==> config.mk <==
export PLATFORM = sky130hd
export DESIGN_NAME = postnet_text_frame_decoder_top
export DESIGN_NICKNAME = d
export VERILOG_FILES = /design/src/design/ptfd_pkg.sv /design/src/design/postnet_text_frame_decoder_top.sv /design/src/design/ptfd_frame_core.sv
export SDC_FILE = /design/constraint.sdc
export NUM_CORES = 1
export LEC_CHECK = 0
export BUFFER_PORTS_ARGS = -buffer_cell sky130_fd_sc_hd__buf_4
export CORE_MARGIN = 5
export CORE_UTILIZATION = 40
export CTS_CLUSTER_DIAMETER = 60
export DETAILED_ROUTE_END_ITERATION = 8
export GPL_TIMING_DRIVEN = 0
export PLACE_DENSITY = 0.68
export SETUP_SLACK_MARGIN = 0.05
export SYNTH_ARGS = -nofsm -noshare
export SYNTH_HDL_FRONTEND = slang
export SYNTH_HIERARCHICAL = 1
export SYNTH_SLANG_ARGS = --single-unit
==> constraint.sdc <==
create_clock -name clock -period 3.35 [get_ports clock]
set_input_delay 0.8375 -clock clock [delete_from_list [all_inputs] [get_ports clock]]
set_output_delay 0.8375 -clock clock [all_outputs]
set_load 0.01 [all_outputs]
==> src/design/ptfd_pkg.sv <==
package ptfd_pkg;

   // Character codes of the bar code text
   localparam logic [7:0] CHAR_ZERO  = 8'h30;
   localparam logic [7:0] CHAR_ONE   = 8'h31;
   localparam logic [7:0] CHAR_SPACE = 8'h20;

   // Marker for a group that is not a two-of-five pattern
   localparam logic [3:0] NO_DIGIT = 4'hF;

   // Number of digit fields on the result
   localparam int NUM_DIGIT_OUT = 8;

   // Register index on the configuration port
   localparam logic REG_EXPECTED_SEP = 1'b0;

   // Reset value of the separator count register
   localparam logic [7:0] EXPECTED_SEP_RESET = 8'd7;

   // Class of one held bar character
   typedef enum logic [1:0] {
      CLASS_ZERO  = 2'd0,
      CLASS_ONE   = 2'd1,
      CLASS_OTHER = 2'd2
   } sym_class_type;

   // One frame result
   typedef struct packed {
      logic                           status;
      logic [3:0]                     code_count;
      logic [NUM_DIGIT_OUT-1:0][3:0]  digit;
   } result_type;

   // Map a character to its bar class
   function automatic sym_class_type classify(input logic [7:0] ch);
      sym_class_type cls;
      if (ch == CHAR_ZERO) begin
         cls = CLASS_ZERO;
      end else if (ch == CHAR_ONE) begin
         cls = CLASS_ONE;
      end else begin
         cls = CLASS_OTHER;
      end
      return cls;
   endfunction

   // Two-of-five group to digit
   function automatic logic [3:0] pattern_digit(input logic [4:0] bits);
      logic [3:0] d;
      case (bits)
         5'b11000: d = 4'd0;
         5'b00011: d = 4'd1;
         5'b00101: d = 4'd2;
         5'b00110: d = 4'd3;
         5'b01001: d = 4'd4;
         5'b01010: d = 4'd5;
         5'b01100: d = 4'd6;
         5'b10001: d = 4'd7;
         5'b10010: d = 4'd8;
         5'b10100: d = 4'd9;
         default:  d = NO_DIGIT;
      endcase
      return d;
   endfunction

endpackage

==> src/design/postnet_text_frame_decoder_top.sv <==
// POSTNET text-frame decoder. Feed the bar code text one ASCII character per word on the
// req_ channel, with req_last on the final character; that word yields exactly one result
// word on the rsp_ channel (status 0 = valid frame, code count and up to eight digits), and
// the decoder then starts over for the next string. A character is taken every cycle, unless
// a closing character finds the result register stalled: each one passes an input register
// and a single update stage, and the closing character loads the result register that drives
// rsp_valid. The required number of spaces is written at byte address 0 of the APB port
// (reset value 7); write it only while no string is in progress.
module postnet_text_frame_decoder_top #(
   parameter int MAX_CODES = 8
) (
   input  logic        clock,
   input  logic        reset,
   input  logic        req_valid,
   output logic        req_stall,
   input  logic [7:0]  req_ch,
   input  logic        req_last,
   output logic        rsp_valid,
   input  logic        rsp_stall,
   output logic        rsp_status,
   output logic [3:0]  rsp_code_count,
   output logic [3:0]  rsp_digit0,
   output logic [3:0]  rsp_digit1,
   output logic [3:0]  rsp_digit2,
   output logic [3:0]  rsp_digit3,
   output logic [3:0]  rsp_digit4,
   output logic [3:0]  rsp_digit5,
   output logic [3:0]  rsp_digit6,
   output logic [3:0]  rsp_digit7,
   input  logic        psel,
   input  logic        penable,
   input  logic        pwrite,
   input  logic [2:0]  paddr,
   input  logic [31:0] pwdata,
   output logic [31:0] prdata,
   output logic        pready
);

   logic                 in_valid_ff, in_valid_in;
   logic [7:0]           in_ch_ff;
   logic                 in_last_ff;
   logic                 req_accept;
   logic                 out_free;
   logic                 core_step;
   logic                 rsp_valid_ff, rsp_valid_in;
   ptfd_pkg::result_type rsp_data_ff;
   ptfd_pkg::result_type core_result;
   logic [7:0]           expected_sep_ff;
   logic                 csr_write;

   // Configuration register
   assign pready    = 1'b1;
   assign csr_write = psel && penable && pwrite && pready;
   assign prdata    = (paddr[2] == ptfd_pkg::REG_EXPECTED_SEP) ? {24'd0, expected_sep_ff} : 32'd0;

   always_ff @(posedge clock) begin
      if (reset) begin
         expected_sep_ff <= ptfd_pkg::EXPECTED_SEP_RESET;
      end else if (csr_write && paddr[2] == ptfd_pkg::REG_EXPECTED_SEP) begin
         expected_sep_ff <= pwdata[7:0];
      end
   end

   // Step the core unless a closing word finds the result register full and stalled
   assign out_free   = !rsp_valid_ff || !rsp_stall;
   assign core_step  = in_valid_ff && (!in_last_ff || out_free);
   assign req_stall  = in_valid_ff && !core_step;
   assign req_accept = req_valid && !req_stall;

   assign in_valid_in = req_accept ? 1'b1 : (core_step ? 1'b0 : in_valid_ff);

   always_ff @(posedge clock) begin
      if (reset) begin
         in_valid_ff <= 1'b0;
      end else begin
         in_valid_ff <= in_valid_in;
      end
   end

   always_ff @(posedge clock) begin
      if (req_accept) begin
         in_ch_ff   <= req_ch;
         in_last_ff <= req_last;
      end
   end

   ptfd_frame_core #(
      .MAX_CODES (MAX_CODES)
   ) u_core (
      .clock        (clock),
      .reset        (reset),
      .step         (core_step),
      .ch           (in_ch_ff),
      .last         (in_last_ff),
      .expected_sep (expected_sep_ff),
      .result       (core_result)
   );

   // Result register
   assign rsp_valid_in = (core_step && in_last_ff) ? 1'b1 :
                         (rsp_valid_ff && !rsp_stall) ? 1'b0 : rsp_valid_ff;

   always_ff @(posedge clock) begin
      if (reset) begin
         rsp_valid_ff <= 1'b0;
      end else begin
         rsp_valid_ff <= rsp_valid_in;
      end
   end

   always_ff @(posedge clock) begin
      if (core_step && in_last_ff) begin
         rsp_data_ff <= core_result;
      end
   end

   assign rsp_valid      = rsp_valid_ff;
   assign rsp_status     = rsp_data_ff.status;
   assign rsp_code_count = rsp_data_ff.code_count;
   assign rsp_digit0     = rsp_data_ff.digit[0];
   assign rsp_digit1     = rsp_data_ff.digit[1];
   assign rsp_digit2     = rsp_data_ff.digit[2];
   assign rsp_digit3     = rsp_data_ff.digit[3];
   assign rsp_digit4     = rsp_data_ff.digit[4];
   assign rsp_digit5     = rsp_data_ff.digit[5];
   assign rsp_digit6     = rsp_data_ff.digit[6];
   assign rsp_digit7     = rsp_data_ff.digit[7];

   // A closing word never overwrites a stalled result
   a_no_overwrite: assert property (@(posedge clock) disable iff (reset)
      core_step && in_last_ff |-> !(rsp_valid_ff && rsp_stall))
      else $error("result register overwritten while stalled");

   // Stall only with a word held in the input register
   a_stall_held: assert property (@(posedge clock) disable iff (reset)
      req_stall |-> in_valid_ff)
      else $error("input stalled with empty input register");

   // An invalid frame reports no codes
   a_invalid_empty: assert property (@(posedge clock) disable iff (reset)
      rsp_valid && rsp_status |-> rsp_code_count == 4'd0 && rsp_digit0 == 4'd0)
      else $error("invalid frame carries codes");

   // A valid frame never reports more codes than the store holds
   a_count_bound: assert property (@(posedge clock) disable iff (reset)
      rsp_valid && !rsp_status |-> 32'(rsp_code_count) <= MAX_CODES)
      else $error("code count beyond limit");

endmodule

==> src/design/ptfd_frame_core.sv <==
module ptfd_frame_core #(
   parameter int MAX_CODES = 8
) (
   input  logic                 clock,
   input  logic                 reset,
   input  logic                 step,
   input  logic [7:0]           ch,
   input  logic                 last,
   input  logic [7:0]           expected_sep,
   output ptfd_pkg::result_type result
);

   localparam int CNT_W = $clog2(MAX_CODES + 1);
   localparam int IDX_W = (MAX_CODES > 1) ? $clog2(MAX_CODES) : 1;

   // Per-string state
   logic                    started_ff;
   logic                    pend_valid_ff;
   ptfd_pkg::sym_class_type pend_class_ff;
   logic [4:0]              group_bits_ff;
   logic [2:0]              group_fill_ff;
   logic [7:0]              space_count_ff;
   logic [CNT_W-1:0]        codes_seen_ff;
   logic                    bad_ff;
   logic [3:0]              digit_ff [MAX_CODES];

   // Values after this character, before the end-of-string clear
   logic                    started_upd;
   logic                    pend_valid_upd;
   ptfd_pkg::sym_class_type pend_class_upd;
   logic [4:0]              group_bits_upd;
   logic [2:0]              group_fill_upd;
   logic [7:0]              space_count_upd;
   logic [CNT_W-1:0]        codes_seen_upd;
   logic                    bad_upd;

   logic                    push;
   logic [4:0]              shifted_bits;
   logic [2:0]              fill_inc;
   logic [3:0]              new_digit;
   logic                    store_we;
   logic [IDX_W-1:0]        store_idx;
   logic                    frame_ok;
   logic [4:0]              codes_wide;

   assign store_idx = codes_seen_ff[IDX_W-1:0];

   // Advance the frame state by one character
   always_comb begin
      started_upd     = started_ff;
      pend_valid_upd  = pend_valid_ff;
      pend_class_upd  = pend_class_ff;
      group_bits_upd  = group_bits_ff;
      group_fill_upd  = group_fill_ff;
      space_count_upd = space_count_ff;
      codes_seen_upd  = codes_seen_ff;
      bad_upd         = bad_ff;
      push            = 1'b0;
      store_we        = 1'b0;
      shifted_bits    = {group_bits_ff[3:0], (pend_class_ff == ptfd_pkg::CLASS_ONE)};
      fill_inc        = group_fill_ff + 3'd1;
      new_digit       = ptfd_pkg::pattern_digit(shifted_bits);

      if (ch == ptfd_pkg::CHAR_SPACE && space_count_ff != 8'hFF) begin
         space_count_upd = space_count_ff + 8'd1;
      end

      if (!started_ff) begin
         started_upd = 1'b1;
         if (ch != ptfd_pkg::CHAR_ONE) begin
            bad_upd = 1'b1;
         end
      end else if (ch != ptfd_pkg::CHAR_SPACE) begin
         push           = pend_valid_ff;
         pend_valid_upd = !last;
         if (!last) begin
            pend_class_upd = ptfd_pkg::classify(ch);
         end
      end

      // Shift the held bar into the group and decode a full group
      if (push) begin
         if (pend_class_ff == ptfd_pkg::CLASS_OTHER) begin
            bad_upd = 1'b1;
         end
         group_bits_upd = shifted_bits;
         group_fill_upd = fill_inc;
         if (fill_inc == 3'd5) begin
            group_bits_upd = '0;
            group_fill_upd = '0;
            if (new_digit == ptfd_pkg::NO_DIGIT) begin
               bad_upd = 1'b1;
            end else if (codes_seen_ff >= CNT_W'(MAX_CODES)) begin
               bad_upd = 1'b1;
            end else begin
               store_we       = 1'b1;
               codes_seen_upd = codes_seen_ff + CNT_W'(1);
            end
         end
      end
   end

   // Judge the frame on the closing character
   assign frame_ok = started_ff && (ch == ptfd_pkg::CHAR_ONE) && !bad_upd &&
                     (group_fill_upd == 3'd0) && (space_count_upd == expected_sep);

   assign codes_wide = 5'(codes_seen_upd);

   assign result.status     = !frame_ok;
   assign result.code_count = !frame_ok ? 4'd0 :
                              (codes_wide > 5'd15) ? 4'hF : codes_wide[3:0];

   // Select each digit, including one decoded on this character
   for (genvar k = 0; k < ptfd_pkg::NUM_DIGIT_OUT; k++) begin : g_digit
      if (k < MAX_CODES) begin : g_used
         logic [3:0] value;
         assign value = (store_we && store_idx == IDX_W'(k)) ? new_digit : digit_ff[k];
         assign result.digit[k] = (frame_ok && codes_seen_upd > CNT_W'(k)) ? value : 4'd0;
      end else begin : g_absent
         assign result.digit[k] = 4'd0;
      end
   end

   // Hold control state; clear it after the closing character
   always_ff @(posedge clock) begin
      if (reset) begin
         started_ff     <= 1'b0;
         pend_valid_ff  <= 1'b0;
         pend_class_ff  <= ptfd_pkg::CLASS_ZERO;
         group_bits_ff  <= '0;
         group_fill_ff  <= '0;
         space_count_ff <= '0;
         codes_seen_ff  <= '0;
         bad_ff         <= 1'b0;
      end else if (step) begin
         if (last) begin
            started_ff     <= 1'b0;
            pend_valid_ff  <= 1'b0;
            pend_class_ff  <= ptfd_pkg::CLASS_ZERO;
            group_bits_ff  <= '0;
            group_fill_ff  <= '0;
            space_count_ff <= '0;
            codes_seen_ff  <= '0;
            bad_ff         <= 1'b0;
         end else begin
            started_ff     <= started_upd;
            pend_valid_ff  <= pend_valid_upd;
            pend_class_ff  <= pend_class_upd;
            group_bits_ff  <= group_bits_upd;
            group_fill_ff  <= group_fill_upd;
            space_count_ff <= space_count_upd;
            codes_seen_ff  <= codes_seen_upd;
            bad_ff         <= bad_upd;
         end
      end
   end

   // Write a decoded digit into the store
   always_ff @(posedge clock) begin
      if (step && store_we) begin
         digit_ff[store_idx] <= new_digit;
      end
   end

endmodule
== Word level (Yosys, flattened, before mapping) ==
Memories as Yosys holds them, arrays and structs flattened. A register that Yosys moved wholly into a read port is not among the register bits.
Cells that the tools add are included.

* Magnitude comparators: 10
* Reductions and logical operators: 47
* Bitwise gates (word level): 1
* $add $sub $neg: 3
* Multiplexer cells: 44
* Eq/ne operators: 11

{| class="wikitable"
|+ Operators with widths
! kind !! count
|-
| $mux W4 || 9
|-
| $eq A8 B6 Y1 const B || 3
|-
| $mux W1 || 24
|-
| $mux W8 || 3
|-
| $logic_and A1 B1 Y1 || 22
|-
| $gt A4 B3 Y1 const B || 4
|-
| $ne A8 B6 Y1 const B || 2
|-
| $logic_not A1 Y1 || 15
|-
| $mux W2 || 5
|-
| $reduce_bool A2 Y1 || 5
|-
| $mux W3 || 3
|-
| $add A8 B1 Y8 const B || 1
|-
| $eq A8 B8 Y1 || 1
|-
| $gt A4 B1 Y1 const B || 2
|-
| $gt A4 B2 Y1 const B || 2
|-
| $ne A8 B8 Y1 const B || 1
|-
| $add A4 B1 Y4 const B || 1
|-
| $eq A4 B4 Y1 const B || 1
|-
| $ge A4 B4 Y1 const B || 1
|-
| $gt A4 B4 Y1 const B || 1
|-
| $add A3 B1 Y3 const B || 1
|-
| $eq A3 B3 Y1 const B || 1
|-
| $logic_not A3 Y1 || 1
|-
| $reduce_and A3 Y1 || 1
|-
| 5 further kinds || 6
|}

* Memory bits (read-only): 128
* Memory bits (writable): 32
* Output and inout bits: 72
* Bits in registers: 48
* Memories kept: 2

{| class="wikitable"
|+ Memories
! memory !! words !! width !! read ports !! clocked after memory_dff !! wr ports !! line !! text
|-
| (name not given) || 32 || 4 || 1 || 0 || 0 || ptfd_pkg.sv:50 || <nowiki>case (bits)</nowiki>
|-
| u_core.digit_ff || 8 || 4 || 8 || 8 || 1 || ptfd_frame_core.sv:25 || <nowiki>logic [3:0] digit_ff [MAX_CODES];</nowiki>
|}

== Longest topological paths before layout ==
Gate-level depths: netlist of the first run.

* Word-level depth: 14
* Depth in mapped cells: 12
* Depth with buffers taken out: 10

== Modules after synthesis ==
The synthesis of the first run kept the hierarchy.

{| class="wikitable"
|+ Modules (own cells, without submodules)
! module !! instances !! cells each !! area an instance (um^2)
|-
| ptfd_frame_core || 1 || 407 || 3,742.3
|-
| postnet_text_frame_decoder_top || 1 || 130 || 2,094.5
|}

== Least setup slack after synthesis of the first run ==
No wires, ideal clock.

* Kind: input to register
* From: in rsp_stall
* To: reg rsp_data_ff, in the netlist rsp_code_count[0], enable pin
* Slack: 0.225 ns
* Stages on the path: 1
* Data arrival time: 2.681 ns
* Path through: a21oi_1

* Longest elaborated chain between the ends: 5

{| class="wikitable"
|+ RTL lines
! item !! line !! text
|-
| start: declaration || postnet_text_frame_decoder_top.sv:19 || <nowiki>input logic rsp_stall,</nowiki>
|-
| $logic_not A1 Y1 || postnet_text_frame_decoder_top.sv:65 || <nowiki>assign out_free = !rsp_valid_ff || !rsp_stall;</nowiki>
|-
| $logic_or A1 B1 Y1 || postnet_text_frame_decoder_top.sv:65 ||
|-
| $logic_or A1 B1 Y1 || postnet_text_frame_decoder_top.sv:66 || <nowiki>assign core_step = in_valid_ff && (!in_last_ff || out_free);</nowiki>
|-
| $logic_and A1 B1 Y1 || postnet_text_frame_decoder_top.sv:66 ||
|-
| $logic_and A1 B1 Y1 || postnet_text_frame_decoder_top.sv:112 || <nowiki>if (core_step && in_last_ff) begin</nowiki>
|-
| end signal: assignment || postnet_text_frame_decoder_top.sv:113 || <nowiki>rsp_data_ff <= core_result;</nowiki>
|-
| end: declaration || postnet_text_frame_decoder_top.sv:46 || <nowiki>ptfd_pkg::result_type rsp_data_ff;</nowiki>
|}

Every way passes these cells.
A chain may end at the register's enable or synchronous reset.

== Worst setup path in the final report of the first run ==
* From: reg u_core.group_bits_ff[0]
* To: mem u_core.digit_ff[3][1], enable pin

* Longest elaborated chain between the ends: 8

{| class="wikitable"
|+ RTL lines
! item !! line !! text
|-
| start: declaration || ptfd_frame_core.sv:20 || <nowiki>logic [4:0] group_bits_ff;</nowiki>
|-
| start signal: assignment || ptfd_frame_core.sv:149 || <nowiki>group_bits_ff <= group_bits_upd;</nowiki>
|-
| $mem_v2 Z32 W4 || n/a ||
|-
| net u_core.new_digit[3] || ptfd_frame_core.sv:40 || <nowiki>logic [3:0] new_digit;</nowiki>
|-
| $eq A4 B4 Y1 || ptfd_frame_core.sv:91 || <nowiki>if (new_digit == ptfd_pkg::NO_DIGIT) begin</nowiki>
|-
| $mux W1 || ptfd_frame_core.sv:91 ||
|-
| $mux W1 || ptfd_frame_core.sv:88 || <nowiki>if (fill_inc == 3'd5) begin</nowiki>
|-
| $mux W1 || ptfd_frame_core.sv:82 || <nowiki>if (push) begin</nowiki>
|-
| $logic_and A1 B1 Y1 || ptfd_frame_core.sv:160 || <nowiki>if (step && store_we) begin</nowiki>
|-
| $mux W1 || ptfd_frame_core.sv:160 ||
|-
| $mux W1 (not written as such) || ptfd_frame_core.sv:161 || <nowiki>digit_ff[store_idx] <= new_digit;</nowiki>
|-
| end: declaration || ptfd_frame_core.sv:25 ||
|}

The timed path passes the listed nets, and every way through them passes these cells.

==> flow_summary.toml, run 1 <==
[clocking]
cts_num_sinks = 112
cts.root.buffer_cell = "clkbuf_16"
cts_inserted_buffers = 9
ctsLongestPathBuffers = 2
clock_tree.htree_level_count = 3
clk_pin_slew_ns = 0.07
cts_tree = "done"
clkLatencyLatePin_ns = 0.35

[final_layout]
post_route_cells_drive_above_1_share_pct = 25.9
layout.nets = 715
area_growth_pct = 22.3
n_antenna_cell = 0

[critical_path]
crit-reg2reg-capture = "u_core/digit_ff[3][1]"
crit_chain = "inv_1 -> ha_1 -> mux2i_1 -> a22oi_1 -> nand2_1 -> clkbuf_2 -> nand3_2 -> nand3b_1 -> nor3_1"
cp_max_fo = 17
worst-r2r-setup-slack_ns = 0.19
cp_slowest_stage_delay_ns = 0.60
criticalPathCategory = "register to register"
worstRegToRegCells = 9
crit_path_slowest_cell = "nor3_1"
crit_path_end_kind = "register"
worst_setup_path_start_kind = "register"
crit_required_ns = 3.34
critical_path_arrival_ns = 3.16
regToRegStartpoint = "u_core/group_bits_ff[0]"

[yosys]
synth_async_sr_flop_share_pct = 0
synth.lib_cells_used.distinct = 66
synth_area_um2 = 5840
synth-main-ff-cell = "edfxtp_1"
synth-edff-count = 78
synthesis.instances = 537
postSynthRegisterBits = 112
synth-warning-count = 6
sequential_area_share_after_synthesis_pct = 51.8
synthesis.area_per_instance_um2 = 10.9

[routing]
avgViaCountPerCell = 5.18
ant_nets = 0
drc_errors = 0
drtIter0Drc = 265
routed_wl_mm = 12.9
drt_pass1_iterations = 5
wl_per_cell_um = 15.4
vias = 4328

[global_routing]
grt_first_pass_wirelength_mm = 20.9
grt_util_all_layers_pct = 15.4
grt_overflow_total = 0
grt_start_max_net_pins = 21
antenna_violations_before_repair = 0
first_global_vias = 4235

[pwr]
vdd_drop_max_mv = 0.329
power-per-cell-area_nw_per_um2 = 369
static-leakage-power_uw = 0.00270

[placed_design]
placement.io_buffers = 71
post-dp-hpwl_mm = 9.53
globalplace.congestion = 0.858
detailedPlace.worstSlack_ns = -0.580

[floorplan]
fp.dieW_um = 131
rows = 44
floorplan.initialDensity_pct = 40.5
placeableCoreArea_um2 = 14400
pin_count = 123
design.die.area_um2 = 17100
die-height_um = 131

[timing]
fin_crit_sh_pct = 94.4
tns_ns = 0
worst_skew_ns = 0.00566
final-hold-violation-count = 0
max-slew-margin-rel_pct = 11.8
achievable-frequency_mhz = 316
finalMaxSlewViolations = 0
setup_repair_after_global_routing_missed_its_margin = "true"
post-route-min-period_ns = 3.16
report.final.setup_viol = 0
max_slew.worst_pin.slew_ns = 1.32
final.setup.worst_slack_ns = 0.188

[worst_hold_path]
whs_endpoint = "expected_sep_ff[4]"
whs_path_depth = 2
hold_path_startpoint = "expected_sep_ff[4]"
worstHoldPathType = "register to register"

[status]
outcome = "completed"

[run]
max-cap-violations = 0
metal layers:
layer | part of all wire, % | up-vias | routed length [µm] | GRT usage [%]
met5 | 0 | - | 0 | 0
met4 | 1.7 | 0 | 213 | 3.57
met3 | 5.4 | 23 | 699 | 4.07
met2 | 50 | 126 | 6460 | 27.6
met1 | 43 | 2035 | 5510 | 18.5
li1 | - | 2144 | - | -
repair_timing:
action | CTS | global route
setup buffers | 0 | 2
endpoints found under the hold margin | 0 | 0
cloned | 0 | 1
hold buffers | 0 | 0
resized for setup | 9 | 21
pin swaps | 0 | 2
setup endpoints to repair | 51 | 42
flip-flops by register name, summed over array words and instances (netlist names), 2 cells and up:
register               flops
rsp_digit7                 4
u_core/pend_class_ff       2
rsp_code_count             4
u_core/digit_ff           32
rsp_digit3                 4
rsp_digit4                 4
u_core/group_fill_ff       3
u_core/group_bits_ff       4
rsp_digit5                 4
expected_sep_ff            8
u_core/space_count_ff      8
rsp_digit6                 4
rsp_digit2                 4
in_ch_ff                   8
rsp_digit0                 4
rsp_digit1                 4
u_core/codes_seen_ff       4
how the worst max path moves through the flow:
stage | from | endpoint | slack (ns) | cells after the start
after floorplan | rsp_stall | rsp_code_count[0] | 0.23 | 1
after CTS | u_core/pend_class_ff[1] | rsp_digit2[1] | 0.07 | 11
final | u_core/group_bits_ff[0] | u_core/digit_ff[3][1] | 0.19 | 9
after detailed placement | u_core/group_bits_ff[0] | rsp_digit3[2] | -0.58 | 9
after global routing | u_core/group_bits_ff[0] | u_core/digit_ff[3][2] | 0.02 | 9
after global placement | rsp_stall | rsp_digit6[3] | -0.63 | 2
worst max-delay path: cells and delay by family (launching register included):
family	cells	cell delay [ns]
simple gates	4	1.26
fa+ha+maj	1	0.34
compound gates	1	0.21
mux	1	0.08
buf+inv	2	0.45
flops	1	0.46
layout make-up:
cell class,count,area [µm²]
inverters,13,48.8
repair buffers,76,592
plain buffers,50,340
multi-input cells,385,2630
well taps,184,230
clock buffers,10,229
fillers,1343,7280
clock inverters,6,43.8
flip-flops and latches,112,3020
cells by family (layout without fill, tap and decap cells):
family          count (synthesis)  in the layout  share of synthesized area (%)
simple gates                  197            197                           17.9
flops                         112            112                           51.8
compound gates                 87             87                           10.0
buf+inv                        63            155                           6.50
mux                            45             45                           7.78
fa+ha+maj                      17             17                           3.64
xor+xnor                       14             14                           2.23
other cells                     2             25                          0.129
Yosys cell counts (3+ instances only):
master | number | area [µm²]
nor4_1 | 3 | 18.8
buf_6 | 4 | 45.0
a31oi_1 | 7 | 43.8
nand4_1 | 7 | 43.8
inv_1 | 13 | 48.8
buf_4 | 25 | 188
nor3_1 | 38 | 190
nand3b_1 | 3 | 22.5
dfxtp_1 | 34 | 681
clkbuf_1 | 13 | 48.8
nand2b_1 | 14 | 87.6
and2b_2 | 8 | 70.1
ha_1 | 17 | 213
edfxtp_1 | 78 | 2340
a22oi_1 | 10 | 75.1
a211oi_1 | 4 | 30.0
buf_2 | 6 | 30.0
and3_1 | 5 | 31.3
nand2_1 | 33 | 124
nor2_1 | 49 | 184
nand3_1 | 15 | 75.1
a211o_1 | 3 | 26.3
xnor2_1 | 8 | 70.1
o21ai_0 | 17 | 85.1
a21oi_1 | 23 | 115
a221oi_1 | 3 | 26.3
mux2_2 | 3 | 33.8
mux2i_1 | 42 | 420
xor2_1 | 5 | 43.8
per-stage QoR:
step                      instance area [µm²]  utilization [%]  total power, µW  cells  hold slack (ns)
after floorplan                          5920                -             1620    560            0.458
after global placement                   6690             46.4             1670    815            0.472
after detailed placement                 6730             46.6             1680    816            0.485
after CTS                                7030             48.7             2670    832            0.506
after global routing                     7140             49.5             2750    836            0.516
final                                    7140             49.5             2640    836            0.506
power by group:
| group | internal, µW | switching (µW) |
|---|---|---|
| logic | 74.8 | 75.4 |
| clock network | 509 | 477 |
| registers | 1490 | 13.1 |
| total | 2070 | 566 |
placed cells by master (no fill, tap or decap), types with 14 or more instances in the layout:
cell,synthesis,routed
a21oi_1,23,19
buf_4,25,101
conb_1,2,25
dfxtp_1,34,34
edfxtp_1,78,78
ha_1,17,17
mux2i_1,42,42
nand2_1,33,33
nand2b_1,14,14
nor2_1,49,49
nor3_1,38,35
o21ai_0,17,17
(Power assumes the default switching activity.)
==> run 2, diff against run 1 <==
MAX_ROUTING_LAYER = met4   (was default)
==> flow_summary.toml, run 2 (synthesis gave the netlist of run 1 again) <==
[final_layout]
number_of_flip_flops_in_the_largest_register = 32
mostFrequentLayoutCell = "buf_4"
post_route_cells_drive_above_1_share_pct = 25.6
finish.instance_area_um2 = 7110
final-seq-area_um2 = 3020
layout.core_utilization_pct = 49.3
layout.nets = 711
regMostFlops = "u_core/digit_ff"
finalNonFillerCells = 832
layout.cells.most_common_list = "buf_4, edfxtp_1, nor2_1"
n_antenna_cell = 0
fillers = 1337
multiInputGateArea_um2 = 2630
area_growth_pct = 21.8

[pwr]
pwr-share-comb_pct = 5.7
pwr-share-seq_pct = 56.8
cellInternalPower_uw = 2070
vdd_drop_max_mv = 0.321
clock_power_share_pct = 37.5
static-leakage-power_uw = 0.00269
switching_part_of_the_total_power_pct = 21.4
p_sw_uw = 566
power-per-cell-area_nw_per_um2 = 371

[timing]
finalMaxSlewViolations = 0
setup_repair_after_global_routing_missed_its_margin = "true"
final-hold-violation-count = 0
fin_crit_sh_pct = 96.8
max-slew-margin-rel_pct = 13.1
post-route-min-period_ns = 3.24
achievable-frequency_mhz = 308
report.final.setup_viol = 0
worst_skew_ns = 0.00562
max_slew.worst_pin.slew_ns = 1.30
timing.hold.ws_ns = 0.506

[floorplan]
pin_count = 123
rows = 44
fp.dieW_um = 131
design.die.area_um2 = 17100
floorplan.initialDensity_pct = 40.5
placeableCoreArea_um2 = 14400
die-height_um = 131

[global_routing]
first_global_vias = 4229
grt_start_max_net_pins = 21
grt_overflow_total = 0
grt_util_all_layers_pct = 16.1
grt_first_pass_wirelength_mm = 21.0
antenna_violations_before_repair = 0

[routing]
met3_wirelength_um = 648
vias = 4286
routedLengthMet1_mm = 5.59
drc_errors = 0
ant_nets = 0
met2WireLength_mm = 6.48
route.top_layer_used = "met4"
drtIter0Drc = 258
avgViaCountPerCell = 5.15
wl_per_cell_um = 15.5
routed_wl_mm = 12.9
drt_pass1_iterations = 4

[critical_path]
crit_path_end_kind = "register"
critical_path_arrival_ns = 3.41
crit_required_ns = 3.51
worst_setup_path_start_kind = "register"
criticalPathCategory = "register to register"
cp_max_fo = 10

[clocking]
cts_inserted_buffers = 9
cts-hold-fix-buffers = 0
cts_num_sinks = 112
clkLatencyLatePin_ns = 0.35
cts_tree = "done"
clock_tree.htree_level_count = 3
cts.repair_timing.setup_buffer_count = 0
clk_pin_slew_ns = 0.07
cts.root.buffer_cell = "clkbuf_16"
ctsLongestPathBuffers = 2

[placed_design]
placement.io_buffers = 71
globalplace.congestion = 0.872
dp_cells = 816
post_dp_cell_area_um2 = 6730
post-dp-hpwl_mm = 9.48

[run]
max-cap-violations = 0

[status]
outcome = "completed"

[worst_hold_path]
worstHoldPathType = "register to register"
-- run 2: per-layer routing --
metal	track usage, %	vias up
met5	-	-
met2	27.6	113
met1	19.1	2022
met4	4.30	0
li1	-	2140
met3	3.82	11
-- run 2: final timing paths --
kind	start	cells after the start	slack (ns)	endpoint
max	in_ch_ff[1]	9	0.11	rsp_digit2[1]
min	expected_sep_ff[5]	2	0.51	expected_sep_ff[5]
min reg2reg	expected_sep_ff[5]	2	0.51	expected_sep_ff[5]
max reg2reg	in_ch_ff[1]	9	0.11	rsp_digit2[1]
-- run 2: timing repair --
action | 4_1_cts | 5_1_grt
pin swaps | 0 | 2
gates resized for setup | 9 | 20
setup endpoints to repair | 46 | 50
gates cloned | 0 | 0
-- run 2: final cells by class --
| type | instances | share of cell area (%) |
|---|---|---|
| multi-input combinational | 385 | 37.0 |
| buffer | 50 | 4.79 |
| inverter | 13 | 0.686 |
| tap | 184 | 3.24 |
| sequential | 112 | 42.5 |
| clock inverter | 5 | 0.581 |
| timing repair buffer | 72 | 7.88 |
| clock buffer | 11 | 3.27 |
-- run 2: power groups by stage --
stage	logic [µW]	clock network, µW	registers (µW)
floorplan	84.7	0	1530
global route	165	1090	1500
detailed placement	149	0	1530
finish	150	989	1500
CTS	150	1020	1500
global placement	143	0	1530
-- run 2: worst max-delay path: stages (launching register included) --
cell and delay, ns:
edfxtp_1 0.41, nor4b_4 0.44, nand4_1 0.32, a211o_1 0.35, xnor2_1 0.15, or4_1 0.52, a211o_1 0.30, buf_6 0.16
buf_6 0.15, nor3_1 0.26
-- run 2: through the flow --
stage                     setup slack (ns)  power, µW  setup TNS [ns]
final                                0.107       2640               0
after global routing               0.00351       2760               0
after CTS                           0.0512       2670               0
after detailed placement            -0.591       1680           -9.79
after global placement              -0.626       1670          -28.73
after floorplan                      0.225       1620               0
